<file path="config.mk">
export PLATFORM = sky130hd
export DESIGN_NAME = range_to_cidr_blocks_top_flat
export DESIGN_NICKNAME = d
export VERILOG_FILES = /design/src/hw/rtl/rtcb_pkg.sv /design/src/hw/rtl/rtcb_in_if.sv /design/src/hw/rtl/rtcb_out_if.sv /design/src/hw/rtl/rtcb_ctrl.sv /design/src/hw/rtl/rtcb_dp.sv /design/src/hw/rtl/range_to_cidr_blocks_top.sv /design/src/flat_wrapper.sv
export SDC_FILE = /design/constraint.sdc
export NUM_CORES = 1
export LEC_CHECK = 0
export ABC_AREA = 0
export BUFFER_PORTS_ARGS = -buffer_cell sky130_fd_sc_hd__buf_2
export CAP_MARGIN = 15
export CORE_UTILIZATION = 55
export DETAILED_ROUTE_END_ITERATION = 16
export PLACE_DENSITY = 0.83
export SLEW_MARGIN = 10
export SYNTH_ARGS = -nofsm -noshare
export SYNTH_HDL_FRONTEND = slang
export SYNTH_SLANG_ARGS = --single-unit
</file>
<file path="constraint.sdc">
create_clock -name clk -period 11.08 [get_ports clk]
set_input_delay 0.554 -clock clk [delete_from_list [all_inputs] [get_ports clk]]
set_output_delay 0.554 -clock clk [all_outputs]
set_load 0.02 [all_outputs]
</file>
<file path="src/hw/rtl/rtcb_pkg.sv">
// Shared types and constants for the range-to-CIDR block splitter.
package rtcb_pkg;

    localparam int START_W  = 32;
    localparam int COUNT_W  = 33;
    localparam int BASE_W   = 32;
    localparam int PREFIX_W = 6;

    typedef enum logic [0:0] {
        ST_IDLE,
        ST_RUN
    } ctrl_state_t;

    // controller -> datapath
    typedef struct packed {
        logic load;
        logic step;
    } dp_cmd_t;

    // datapath -> controller
    typedef struct packed {
        logic in_zero;
        logic last;
    } dp_status_t;

endpackage

</file>
<file path="src/hw/rtl/rtcb_in_if.sv">
// Input channel: one address range per beat.
interface rtcb_in_if;
    import rtcb_pkg::*;

    logic                valid;
    logic                ready;
    logic [START_W-1:0]  start_address;
    logic [COUNT_W-1:0]  range_count;

    modport source (output valid, output start_address, output range_count, input ready);
    modport sink   (input valid, input start_address, input range_count, output ready);
endinterface

</file>
<file path="src/hw/rtl/rtcb_out_if.sv">
// Output channel: one CIDR block per beat.
interface rtcb_out_if;
    import rtcb_pkg::*;

    logic                valid;
    logic                ready;
    logic [BASE_W-1:0]   block_base;
    logic [PREFIX_W-1:0] prefix_length;
    logic                last_block;

    modport source (output valid, output block_base, output prefix_length,
                    output last_block, input ready);
    modport sink   (input valid, input block_base, input prefix_length,
                    input last_block, output ready);
endinterface

</file>
<file path="src/hw/rtl/rtcb_ctrl.sv">
// Controller: sequences range load and per-block steps, owns output valid.
module rtcb_ctrl (
    input  logic                clk,
    input  logic                rst_n,
    input  logic                in_valid,
    output logic                in_ready,
    output logic                out_valid,
    input  logic                out_ready,
    input  rtcb_pkg::dp_status_t status,
    output rtcb_pkg::dp_cmd_t    cmd
);
    import rtcb_pkg::*;

    ctrl_state_t state_reg, state_next;
    logic        out_valid_reg, out_valid_next;
    logic        out_free;

    assign out_free = !out_valid_reg || out_ready;

    always_comb
    begin
        state_next = state_reg;
        case (state_reg)
            ST_IDLE:
            begin
                if (in_valid && !status.in_zero)
                    state_next = ST_RUN;
            end
            ST_RUN:
            begin
                if (out_free && status.last)
                    state_next = ST_IDLE;
            end
            default:
            begin
                state_next = ST_IDLE;
            end
        endcase
    end

    always_comb
    begin
        in_ready = 1'b0;
        cmd.load = 1'b0;
        cmd.step = 1'b0;
        case (state_reg)
            ST_IDLE:
            begin
                in_ready = 1'b1;
                cmd.load = in_valid && !status.in_zero;
            end
            ST_RUN:
            begin
                cmd.step = out_free;
            end
            default:
            begin
                in_ready = 1'b0;
            end
        endcase
    end

    always_comb
    begin
        out_valid_next = out_valid_reg;
        if (cmd.step)
            out_valid_next = 1'b1;
        else if (out_ready)
            out_valid_next = 1'b0;
    end

    always_ff @(posedge clk or negedge rst_n)
    begin
        if (!rst_n)
        begin
            state_reg     <= ST_IDLE;
            out_valid_reg <= 1'b0;
        end
        else
        begin
            state_reg     <= state_next;
            out_valid_reg <= out_valid_next;
        end
    end

    assign out_valid = out_valid_reg;

endmodule

</file>
<file path="src/hw/rtl/rtcb_dp.sv">
// Datapath: current address and remaining count, block size pick, output register.
module rtcb_dp #(
    parameter int ADDRESS_WIDTH = 32
) (
    input  logic                           clk,
    input  rtcb_pkg::dp_cmd_t              cmd,
    output rtcb_pkg::dp_status_t           status,
    input  logic [rtcb_pkg::START_W-1:0]   start_address,
    input  logic [rtcb_pkg::COUNT_W-1:0]   range_count,
    output logic [rtcb_pkg::BASE_W-1:0]    block_base,
    output logic [rtcb_pkg::PREFIX_W-1:0]  prefix_length,
    output logic                           last_block
);
    import rtcb_pkg::*;

    localparam int AW       = ADDRESS_WIDTH;
    localparam int SW       = AW + 1;           // sizes reach 2^AW
    localparam int SMEAR_N  = $clog2(SW);

    logic [AW-1:0]       addr_reg, addr_next;
    logic [SW-1:0]       left_reg, left_next;
    logic [BASE_W-1:0]   base_reg;
    logic [PREFIX_W-1:0] prefix_reg;
    logic                last_reg;

    logic [AW-1:0]       start_masked;
    logic [SW-1:0]       room;
    logic [COUNT_W:0]    room_wide;
    logic [SW-1:0]       clamped;
    logic [SW-1:0]       low_bit;
    logic [SW-1:0]       smear;
    logic [SW-1:0]       high_bit;
    logic [SW-1:0]       size;
    logic [PREFIX_W-1:0] size_log;

    // range clamp at load: count may not run past the top address
    assign start_masked = start_address[AW-1:0];
    assign room         = {1'b1, {AW{1'b0}}} - {1'b0, start_masked};
    assign room_wide    = (COUNT_W+1)'(room);
    assign clamped      = ({1'b0, range_count} > room_wide) ? room : range_count[SW-1:0];

    // alignment of the current address; zero is aligned to the whole space
    always_comb
    begin
        if (addr_reg == '0)
            low_bit = {1'b1, {AW{1'b0}}};
        else
            low_bit = {1'b0, addr_reg & (~addr_reg + AW'(1))};
    end

    // largest power of two not above the remaining count
    always_comb
    begin
        smear = left_reg;
        for (int i = 0; i < SMEAR_N; i++)
            smear = smear | (smear >> (1 << i));
        high_bit = smear & ~(smear >> 1);
    end

    assign size = (low_bit < high_bit) ? low_bit : high_bit;

    always_comb
    begin
        size_log = '0;
        for (int i = 0; i < SW; i++)
            if (size[i])
                size_log = size_log | PREFIX_W'(i);
    end

    always_comb
    begin
        status.in_zero = (range_count == '0);
        status.last    = (left_reg == size);
    end

    always_comb
    begin
        addr_next = addr_reg;
        left_next = left_reg;
        if (cmd.load)
        begin
            addr_next = start_masked;
            left_next = clamped;
        end
        else if (cmd.step)
        begin
            addr_next = addr_reg + size[AW-1:0];
            left_next = left_reg - size;
        end
    end

    always_ff @(posedge clk)
    begin
        addr_reg <= addr_next;
        left_reg <= left_next;
        if (cmd.step)
        begin
            base_reg   <= BASE_W'(addr_reg);
            prefix_reg <= PREFIX_W'(AW) - size_log;
            last_reg   <= status.last;
        end
    end

    assign block_base    = base_reg;
    assign prefix_length = prefix_reg;
    assign last_block    = last_reg;

endmodule

</file>
<file path="src/hw/rtl/range_to_cidr_blocks_top.sv">
// Splits an address range into the fewest aligned CIDR blocks, in ascending order.
//
// range_in carries one range per beat: start_address and range_count (1 to 2^32;
// a count of zero is taken and yields no block; a count past the top address is
// clamped so the range ends at the top). block_out carries one CIDR block per
// beat: block_base, prefix_length, and last_block set on the final block.
// The first block is valid after the range is loaded and its first step writes
// the output register. Throughput: one block per cycle while the receiver takes
// them; a range of N blocks (N <= 2*ADDRESS_WIDTH-2) keeps the block busy until
// its last step. The rate comes from the single block-step datapath, which picks
// the block size, advances the address and reduces the remaining count each cycle.
// range_in.ready is high only between ranges; the next range is taken the
// cycle after the last block enters the output register, even if it waits.
// When block_out is stalled the output register holds its beat and the step
// sequence pauses. Reset clears the controller and drops block_out.valid.
module range_to_cidr_blocks_top #(
    parameter int ADDRESS_WIDTH = 32
) (
    input  logic        clk,
    input  logic        rst_n,
    rtcb_in_if.sink     range_in,
    rtcb_out_if.source  block_out
);
    import rtcb_pkg::*;

    dp_cmd_t    cmd;
    dp_status_t status;

    rtcb_ctrl u_ctrl (
        .clk       (clk),
        .rst_n     (rst_n),
        .in_valid  (range_in.valid),
        .in_ready  (range_in.ready),
        .out_valid (block_out.valid),
        .out_ready (block_out.ready),
        .status    (status),
        .cmd       (cmd)
    );

    rtcb_dp #(
        .ADDRESS_WIDTH (ADDRESS_WIDTH)
    ) u_dp (
        .clk           (clk),
        .cmd           (cmd),
        .status        (status),
        .start_address (range_in.start_address),
        .range_count   (range_in.range_count),
        .block_base    (block_out.block_base),
        .prefix_length (block_out.prefix_length),
        .last_block    (block_out.last_block)
    );

`ifndef SYNTHESIS
    a_last_frees_input: assert property (@(posedge clk) disable iff (!rst_n)
        cmd.step && status.last |=> range_in.ready)
        else $error("input not ready after last block");

    a_load_busies_input: assert property (@(posedge clk) disable iff (!rst_n)
        cmd.load |=> !range_in.ready)
        else $error("input ready while a range is in progress");

    a_step_only_when_free: assert property (@(posedge clk) disable iff (!rst_n)
        cmd.step |-> !block_out.valid || block_out.ready)
        else $error("block overwritten while output stalled");

    a_prefix_range: assert property (@(posedge clk) disable iff (!rst_n)
        block_out.valid |-> block_out.prefix_length <= PREFIX_W'(ADDRESS_WIDTH))
        else $error("prefix length out of range");
`endif

endmodule
</file>
<file path="src/flat_wrapper.sv">
// flat-port wrapper written by rule: the top's interface ports become plain ports
module range_to_cidr_blocks_top_flat import rtcb_pkg::*;
#(
    parameter int ADDRESS_WIDTH = 32
)
  (clk, rst_n, range_in_valid, range_in_start_address, range_in_range_count, range_in_ready, block_out_valid, block_out_block_base, block_out_prefix_length, block_out_last_block, block_out_ready);
  rtcb_in_if range_in_i ();
  rtcb_out_if block_out_i ();
  input  logic clk;
  input  logic rst_n;
  input wire logic [$bits(range_in_i.valid)-1:0] range_in_valid;
  input wire logic [$bits(range_in_i.start_address)-1:0] range_in_start_address;
  input wire logic [$bits(range_in_i.range_count)-1:0] range_in_range_count;
  output wire logic [$bits(range_in_i.ready)-1:0] range_in_ready;
  output wire logic [$bits(block_out_i.valid)-1:0] block_out_valid;
  output wire logic [$bits(block_out_i.block_base)-1:0] block_out_block_base;
  output wire logic [$bits(block_out_i.prefix_length)-1:0] block_out_prefix_length;
  output wire logic [$bits(block_out_i.last_block)-1:0] block_out_last_block;
  input wire logic [$bits(block_out_i.ready)-1:0] block_out_ready;
  assign range_in_i.valid = range_in_valid;
  assign range_in_i.start_address = range_in_start_address;
  assign range_in_i.range_count = range_in_range_count;
  assign range_in_ready = range_in_i.ready;
  assign block_out_valid = block_out_i.valid;
  assign block_out_block_base = block_out_i.block_base;
  assign block_out_prefix_length = block_out_i.prefix_length;
  assign block_out_last_block = block_out_i.last_block;
  assign block_out_i.ready = block_out_ready;
  range_to_cidr_blocks_top #(.ADDRESS_WIDTH(ADDRESS_WIDTH)) u_core (.clk(clk), .rst_n(rst_n), .range_in(range_in_i), .block_out(block_out_i));
endmodule
</file>
==> results of run 1 <==
## power breakdown
group          switching, mW  internal [mW]
registers              0.177          0.684
clock network          0.145          0.182
logic                   1.01          0.680
## cells by family after synthesis
family / after synthesis / synth area share
multiplexers: 18 / 0.0160
adder cells (fa/ha/maj): 132 / 0.147
AO/OA/AOI/OAI: 362 / 0.205
buffers and inverters: 106 / 0.0392
AND/OR/NAND/NOR: 549 / 0.251
XOR/XNOR: 79 / 0.0612
flip-flops: 106 / 0.281
## cell usage after synthesis, types with 5 or more instances
| cell | instances | share of area |
|---|---|---|
| nor2b_1 | 13 | 0.0072 |
| xnor2_1 | 36 | 0.028 |
| nor3_1 | 50 | 0.022 |
| or4_1 | 10 | 0.0066 |
| o21ai_2 | 11 | 0.0085 |
| edfxtp_1 | 104 | 0.28 |
| xor2_1 | 43 | 0.033 |
| a2111oi_0 | 6 | 0.0046 |
| o31ai_1 | 6 | 0.0040 |
| a21oi_1 | 94 | 0.042 |
| and2_1 | 8 | 0.0044 |
| nand4_1 | 28 | 0.015 |
| o21bai_1 | 10 | 0.0066 |
| nor2_1 | 113 | 0.038 |
| inv_1 | 61 | 0.020 |
| nor3b_1 | 5 | 0.0033 |
| or3_1 | 14 | 0.0077 |
| nand3_1 | 36 | 0.016 |
| and3_1 | 20 | 0.011 |
| nand2_1 | 142 | 0.047 |
| a211oi_1 | 25 | 0.017 |
| clkbuf_1 | 23 | 0.0076 |
| inv_2 | 10 | 0.0033 |
| o21ai_1 | 6 | 0.0027 |
| a31oi_1 | 31 | 0.017 |
| a21o_1 | 42 | 0.028 |
| or2_2 | 24 | 0.013 |
| nand2b_1 | 21 | 0.012 |
| o21a_1 | 26 | 0.017 |
| nand3b_1 | 6 | 0.0040 |
| mux2i_1 | 17 | 0.015 |
| ha_1 | 129 | 0.14 |
| o211ai_1 | 5 | 0.0033 |
| nor4_1 | 29 | 0.016 |
| o21ai_0 | 69 | 0.031 |
| nand4b_1 | 5 | 0.0039 |
| and4_1 | 8 | 0.0062 |
## metal layers
metal / up-vias / GRT usage / part of all wire
met3: 62 / 0.0317 / 0.091
met1: 5022 / 0.447 / 0.45
met2: 533 / 0.480 / 0.43
met4: 0 / 0.110 / 0.027
met5: - / 0 / 0
li1: 5283 / - / -
## repair_timing
action | CTS | global route
hold endpoints to repair | 2 | 0
setup endpoints to repair | 0 | 0
hold buffers | 1 | 0
## cells in the final DEF (no fill, tap or decap), drive strengths merged, types with 4 or more instances in the layout
cell type	count
xnor2	36
and2	8
edfxtp	104
or2	24
and4	8
nor2b	13
nand2b	21
nor3b	5
a21o	42
nand4	28
o21bai	10
nand2	142
o21ai	86
inv	71
a31oi	31
nand4b	5
and3	20
a21oi	94
mux2i	17
o21a	26
nor4	33
or4	10
nor4b	4
o211ai	5
nand3	37
a2111oi	6
clkbuf	14
buf	118
ha	129
nor3	51
nor2	113
o31ai	6
a211oi	25
xor2	43
or3	14
o41ai	4
nand3b	6
## worst min-delay path, cell delays in order
cell and delay (ns):
buf_2 0.07, nand2b_1 0.13, nand2_1 0.06
## area by class of cell
class / count / area [sq um] / share of cell area
multi-input combinational: 1140 / 7700 / 0.621
timing repair buffer: 119 / 623 / 0.0503
inverter: 71 / 267 / 0.0215
clock inverter: 2 / 37.5 / 0.00303
clock buffer: 14 / 254 / 0.0205
tap: 270 / 338 / 0.0273
sequential: 106 / 3170 / 0.256
## final timing paths
kind,slack [ns],startpoint,cells after the start,to
worst max-delay path,2.02,u_core.u_dp.addr_reg[1],24,u_core.u_dp.left_reg[30]
worst min-delay path,0.49,block_out_ready,3,u_core.u_ctrl.out_valid
worst max register to register,2.02,u_core.u_dp.addr_reg[1],24,u_core.u_dp.left_reg[30]
worst min register to register,0.50,u_core.u_ctrl.state_reg,2,u_core.u_ctrl.state_reg
max in group asynchronous,10.48,rst_n,2,u_core.u_ctrl.out_valid
min in group asynchronous,0.51,rst_n,2,u_core.u_ctrl.state_reg
## through the flow
| stage | instances | area (sq um) | setup WS, ns | hold slack (ns) | util |
|---|---|---|---|---|---|
| 6_report | 1722 | 12400 | 2.02 | 0.488 | 0.614 |
| 5_1_grt | 1722 | 12400 | 1.40 | 0.513 | 0.614 |
| 4_1_cts | 1722 | 12400 | 2.17 | 0.483 | 0.614 |
| 3_5_place_dp | 1705 | 12100 | 2.23 | 0.341 | 0.599 |
| 3_3_place_gp | 1705 | 12100 | 2.58 | 0.338 | 0.599 |
| 2_1_floorplan | 1352 | 11300 | 3.66 | 0.258 | - |
==> results.yml, run 1 <==
global_route:
  grt_first_pass_wirelength_microns: 51600
  gr-total-overflow: 0
  grt_pass1_vias: 9909
  track_usage: 0.309
  antenna_found_initial: 0
  grt_max_degree: 66
sta:
  finalSetupViolCount: 0
  fmax_ghz: 0.110
  period_minus_slack_ns: 9.06
  slew_headroom: 0.364
  skew_ns: 0.0142
  report.final.slew_viol_count: 0
  fin_setup_tns_ns: 0
  post-route-period-util: 0.818
  rsz0062_at_grt: "false"
  hold_violations: 0
  worstMarginPinSlew_ns: 0.930
detailed_routing:
  drtIter0Drc: 1142
  wl_microns: 32900
  viasPerCell: 6.33
  via_count: 10900
  first_pass_iters: 6
  avgRoutedWirePerCell_microns: 19.1
  drc: 0
  final_antenna_net_count: 0
clock_tree:
  htreeDepth: 3
  post_cts_buffers: 0
  cts-root-buf: "clkbuf_16"
  cts_tree: "yes"
  clk_latency_ns: 0.36
  clk_pin_slew_ns: 0.07
  cts_sinks: 106
  cts_made_buffers: 9
  cts_max_path_buffers: 2
  cts-resized-gates: 0
power:
  p_leak_nw: 5.26
  ir_drop_mv: 0.100
  p_per_area_nw_per_um2: 232
  finalPower_mw: 2.88
final_layout:
  drive_gt1_frac: 0.132
  layout.nets: 1647
  largest_reg_flops: 33
  n_antenna_cell: 0
  area_delta_synth_final_pct: 9.60
  fillers: 1812
worst_setup_path:
  worstSetupPathType: "flip-flop to flip-flop"
  slowest_delay_ns: 0.90
  crit_fanout: 32
  crit_path_cell_trace: "or4_1, nor4_4, nand2_1, nor3_1, ha_1, nand4_1, nor4_1, o21ai_0, o221ai_1, nor4_4, maj3_2, o41ai_1, ha_1, inv_1, fa_1, a21oi_1, o211ai_1, a221oi_1, o21ai_1, a2111oi_0, o31a_1, o21bai_1, and4_1, nor4_1"
  cp_slowest_cell: "a2111oi_0"
  startpoint_type: "flip-flop"
  cp.buffers_inverters: 1
  crit_family: "compound AO/OA/AOI/OAI gates"
  end_kind: "flip-flop"
  arrival_ns: 9.22
  required_ns: 11.24
floorplanning:
  die_x_microns: 145
  die_y_microns: 145
  start_util: 0.560
  core_sq_um: 20200
  io_pins: 110
  row_count: 52
  die-area_sq_um: 21100
yosys:
  syn_avg_cell_area_sq_um: 8.36
  ys_ff_latch: 106
  synth_nets: 1552
  ys_seq_area_frac: 0.281
  ys.flop_type: "edfxtp_1"
  ys_types: 74
  synthesis.area_sq_um: 11300
  yosysWarnings: 0
  synth-edff-count: 104
  syn_inst: 1352
  async_flop_share: 0.0189
placement:
  hpwl_microns: 26500
  globalplace.congestion: 0.987
  numPortBuffers: 109
flow_run:
  maxCapViolCount: 0
worst_hold_path:
  hold_class: "input pin to flip-flop"
status:
  status: "complete, no violations"
(Power assumes the default switching activity.)
==> inputs of run 2 (changes only) <==
Clock period 11.08 ns to 8.9 ns, I/O delays scaled along.
==> results.yml, run 2 (synthesis results as in run 1) <==
final_layout:
  n_antenna_cell: 0
  layout_commonest_cell: "nand2_1"
  largest_reg_flops: 33
  layout.nets: 1651
  post-route-util: 0.618
  drive_gt1_frac: 0.135
  final_cell_mix: "nand2_1 (142), ha_1 (129), nor2_1 (113)"
  stdcell_area_sq_um: 12500
  area_delta_synth_final_pct: 10.3
worst_setup_path:
  worstSetupPathType: "flip-flop to flip-flop"
  crit_fanout: 46
  end_kind: "flip-flop"
  required_ns: 9.01
  startpoint_type: "flip-flop"
  arrival_ns: 8.34
detailed_routing:
  final_antenna_net_count: 0
  avgRoutedWirePerCell_microns: 19.1
  drtIter0Drc: 1192
  drc: 0
  first_pass_iters: 6
  wl_microns: 33000
  via_count: 11000
  viasPerCell: 6.36
clock_tree:
  cts_max_path_buffers: 2
  post_cts_buffers: 0
  clk_latency_ns: 0.37
  cts_tree: "yes"
  htreeDepth: 3
  cts-root-buf: "clkbuf_16"
  cts_made_buffers: 9
  cts_sinks: 106
  clk_pin_slew_ns: 0.08
global_route:
  track_usage: 0.309
  grt_first_pass_wirelength_microns: 51700
  gr-total-overflow: 0
  grt_max_degree: 66
  grt_pass1_vias: 9956
  antenna_found_initial: 0
sta:
  hold_violations: 0
  fin_setup_tns_ns: 0
  slew_headroom: 0.312
  fmax_ghz: 0.121
  report.final.slew_viol_count: 0
  rsz0062_at_grt: "false"
  worstMarginPinSlew_ns: 1.01
  skew_ns: 0.0153
  holdWs_ns: 0.387
  post-route-period-util: 0.925
  finalSetupViolCount: 0
  period_minus_slack_ns: 8.23
placement:
  hpwl_microns: 26400
  numPortBuffers: 109
  place_area_sq_um: 12100
  globalplace.congestion: 0.978
power:
  clockPowerShare: 0.125
  finalPower_mw: 3.66
  p_leak_nw: 5.31
  pwr-share-seq: 0.296
  switchingPower_mw: 1.68
  swShare: 0.457
  p_per_area_nw_per_um2: 294
  ir_drop_mv: 0.160
  intPower_mw: 1.99
  power_frac_comb: 0.579
status:
  status: "complete, no violations"
floorplanning:
  die-area_sq_um: 21100
  die_y_microns: 145
  core_sq_um: 20200
  start_util: 0.560
  io_pins: 110
  row_count: 52
  die_x_microns: 145
worst_hold_path:
  hold_class: "input pin to flip-flop"
flow_run:
  maxCapViolCount: 0
[run 2: cell count changes in the layout (fill, tap and decap cells not counted)]
cell / previous run / this run
nor3_2: 1 / 2
buf_4: 9 / 13
clkinv_1: 0 / 1
clkinvlp_4: 1 / 0
clkbuf_1: 4 / 2
clkinv_4: 0 / 1
clkbuf_8: 1 / 0
nor3_1: 50 / 49
bufinv_16: 1 / 3
[run 2: per-stage QoR]
stage / instances / setup WS [ns]
after floorplan: 1352 / 1.48
after global placement: 1709 / 0.933
after detailed placement: 1709 / 0.810
after CTS: 1726 / 0.768
after global routing: 1726 / 0.0480
final: 1726 / 0.666
[run 2: cell type report]
| type | count | area [sq um] |
|---|---|---|
| clock buffer | 11 | 233 |
| clock inverter | 5 | 103 |
| fill | 1788 | 7700 |
| inverter | 71 | 267 |
| multi-input combinational | 1140 | 7700 |
| sequential | 106 | 3170 |
| tap | 270 | 338 |
| timing repair buffer | 123 | 653 |
[run 2: per-layer routing]
layer	wire, microns	share of wire	GRT usage	vias to the layer above
met1	14700	0.44	0.441	5080
li1	-	-	-	5271
met5	0	0	0	-
met4	843	0.026	0.103	0
met3	3270	0.099	0.0561	61
met2	14200	0.43	0.472	567
[run 2: timing repair]
item	CTS	global route
hold buffers	1	0
endpoints found under the setup margin	0	2
resized for setup	0	1
hold endpoints to repair	2	0
[run 2: worst paths after layout]
kind	startpoint	end	slack, ns	cells after the start
max	u_core.u_dp.addr_reg[1]	u_core.u_dp.left_reg[30]	0.67	26
min	block_out_ready	u_core.u_ctrl.out_valid	0.39	3
min reg2reg	u_core.u_ctrl.state_reg	u_core.u_ctrl.state_reg	0.50	2
max reg2reg	u_core.u_dp.addr_reg[1]	u_core.u_dp.left_reg[30]	0.67	26
min in group asynchronous	rst_n	u_core.u_ctrl.state_reg	0.41	2
max in group asynchronous	rst_n	u_core.u_ctrl.out_valid	8.40	2
[run 2: power groups by stage]
stage | registers (mW) | logic (mW) | clock network [mW]
floorplan | 1.05 | 1.60 | 0
global placement | 1.07 | 2.01 | 0
detailed placement | 1.08 | 2.05 | 0
CTS | 1.07 | 2.07 | 0.462
global route | 1.10 | 2.34 | 0.481
finish | 1.09 | 2.12 | 0.457
[run 2: worst max-delay path, stage by stage, from the launching register on]
cell	delay (ns)
edfxtp_1	0.51
or4_1	0.66
nor4_4	0.51
nand2_1	0.29
nor3_1	0.36
ha_1	0.31
nand4_1	0.18
nor2_1	0.06
a2111oi_0	0.41
a21oi_1	0.18
nor4_4	0.38
maj3_2	0.36
buf_4	0.43
nand2_1	0.09
o21ai_0	0.19
inv_1	0.17
fa_1	0.47
a21oi_1	0.21
o211ai_1	0.14
a221oi_1	0.30
buf_4	0.19
o21ai_1	0.16
a2111oi_0	0.65
o31a_1	0.31
o21bai_1	0.10
o41ai_1	0.27
nor4_1	0.08
==> inputs of run 3 (changes only) <==
Settings changed: CELL_PAD_IN_SITES_DETAIL_PLACEMENT set to 1, CELL_PAD_IN_SITES_GLOBAL_PLACEMENT set to 1, CORE_UTILIZATION 55 to 42, PLACE_DENSITY 0.83 to 0.87.
Clock period 8.9 ns to 7.15 ns, I/O delays scaled along.
==> results.yml, run 3 (synthesis results as in run 1) <==
final_layout:
  final_cell_mix: "buf_4 (148), nand2_1 (139), ha_1 (129)"
  post-route-util: 0.529
  layout.nets: 1791
  final_cell_count_no_fill: 1931
  fillers: 3178
  n_antenna_cell: 0
  largest_reg_flops: 33
  area_delta_synth_final_pct: 22.6
  layout_commonest_cell: "buf_4"
  drive_gt1_frac: 0.235
floorplanning:
  row_count: 59
  start_util: 0.431
  die-area_sq_um: 27600
  io_pins: 110
  core_sq_um: 26200
  die_y_microns: 166
  die_x_microns: 166
clock_tree:
  clk_pin_slew_ns: 0.08
  cts_max_path_buffers: 2
  cts_tree: "yes"
  cts_made_buffers: 9
  htreeDepth: 3
  cts-root-buf: "clkbuf_16"
  cts_sinks: 106
  clk_latency_ns: 0.37
global_route:
  gr-total-overflow: 0
  antenna_found_initial: 0
  grt_pass1_vias: 12400
  track_usage: 0.327
  grt_max_degree: 55
  grt_first_pass_wirelength_microns: 70700
detailed_routing:
  drtIter0Drc: 1399
  first_pass_iters: 11
  wl_microns: 46600
  via_count: 12300
  viasPerCell: 6.37
  avgRoutedWirePerCell_microns: 24.1
  final_antenna_net_count: 0
  drc: 7
sta:
  slew_headroom: 0.458
  worstMarginPinSlew_ns: 0.793
  skew_ns: 0.0139
  post-route-period-util: 0.988
  hold_violations: 0
  report.final.slew_viol_count: 0
  finalSetupViolCount: 0
  rsz0062_at_grt: "true"
  setup_ws_ns: 0.0867
  fmax_ghz: 0.142
  period_minus_slack_ns: 7.06
status:
  violations: "design-rule violations"
  status: "complete, but fails checks"
flow_run:
  maxCapViolCount: 0
worst_setup_path:
  worstSetupPathType: "flip-flop to flip-flop"
  end_kind: "flip-flop"
  regToRegSetupSlack_ns: 0.09
  startpoint_type: "flip-flop"
  crit_fanout: 20
  required_ns: 7.28
  arrival_ns: 7.19
worst_hold_path:
  hold_class: "input pin to flip-flop"
placement:
  dp_slack_ns: -0.409
  hpwl_microns: 35700
  placed_cells: 1905
  globalplace.congestion: 0.995
  numPortBuffers: 109
power:
  ir_drop_mv: 0.152
  finalPower_mw: 5.46
  p_per_area_nw_per_um2: 394
  p_leak_nw: 6.07
-- run 3: cell count changes in the layout (fill, tap and decap cells not counted), sizes merged --
cell    delta
buf      +139
clkinv     +1
clkbuf     +1
bufinv     -1
-- run 3: routing by layer --
metal / up-vias / global-route usage / routed length, microns / part of all wire
li1: 5555 / - / - / -
met4: 0 / 0.108 / 1380 / 0.030
met2: 629 / 0.544 / 21800 / 0.47
met3: 104 / 0.0288 / 3370 / 0.072
met1: 6007 / 0.447 / 20000 / 0.43
met5: - / 0 / 0 / 0
-- run 3: timing repair --
action	in CTS	in global routing
endpoints found under the setup margin	13	25
setup buffers	1	7
hold endpoints to repair	2	0
cloned	0	1
resized for setup	13	36
pin swaps	1	8
hold buffers	1	0
-- run 3: path summary, 6_finish.rpt --
path / from / endpoint / cells past startpoint
setup / recovery: u_core.u_dp.left_reg[11] / u_core.u_dp.addr_reg[28] / 27
hold / removal: block_out_ready / u_core.u_ctrl.out_valid / 3
setup reg to reg: u_core.u_dp.left_reg[11] / u_core.u_dp.addr_reg[28] / 27
hold reg to reg: u_core.u_ctrl.state_reg / u_core.u_ctrl.state_reg / 2
max in group asynchronous: rst_n / u_core.u_ctrl.out_valid / 2
min in group asynchronous: rst_n / u_core.u_ctrl.out_valid / 2
-- run 3: metrics by stage --
stage          hold WS, ns  instance area (sq um)  setup TNS, ns
6_report             0.285                  13900              0
5_1_grt              0.294                  13900         -0.381
3_3_place_gp         0.143                  13200         -0.118
3_5_place_dp         0.146                  13200         -0.928
2_1_floorplan       0.0619                  11300              0
4_1_cts              0.279                  13600              0
-- run 3: worst max-delay path, stage by stage (launching register included) --
cell,delay (ns)
edfxtp_1,0.43
or4_4,0.59
or3b_4,0.45
nor2_1,0.15
buf_4,0.19
nand4b_1,0.19
ha_1,0.34
a21oi_1,0.14
o21ai_1,0.13
a22oi_1,0.24
o221ai_2,0.16
nor4_4,0.26
maj3_2,0.35
buf_8,0.20
buf_12,0.18
nand2_1,0.07
o21ai_2,0.09
ha_1,0.30
a21o_1,0.21
a21o_1,0.18
a221o_1,0.38
a21o_1,0.19
a21o_1,0.19
a22oi_1,0.25
buf_4,0.17
nand2_1,0.08
or4_1,0.43
a32o_1,0.26
-- run 3: report_power, final --
group	leakage [nW]	internal [mW]	switching [mW]
clock network	0.159	0.317	0.252
registers	1.04	1.06	0.193
logic	4.88	1.51	2.13
total	6.07	2.88	2.58
-- run 3: cell type report --
| type | instances | area (sq um) | area share |
|---|---|---|---|
| clock buffer | 11 | 243 | 0.0175 |
| inverter | 71 | 267 | 0.0192 |
| multi-input combinational | 1140 | 7930 | 0.572 |
| tap | 335 | 419 | 0.0302 |
| sequential | 106 | 3170 | 0.229 |
| timing repair buffer | 263 | 1750 | 0.126 |
| clock inverter | 5 | 78.8 | 0.00569 |
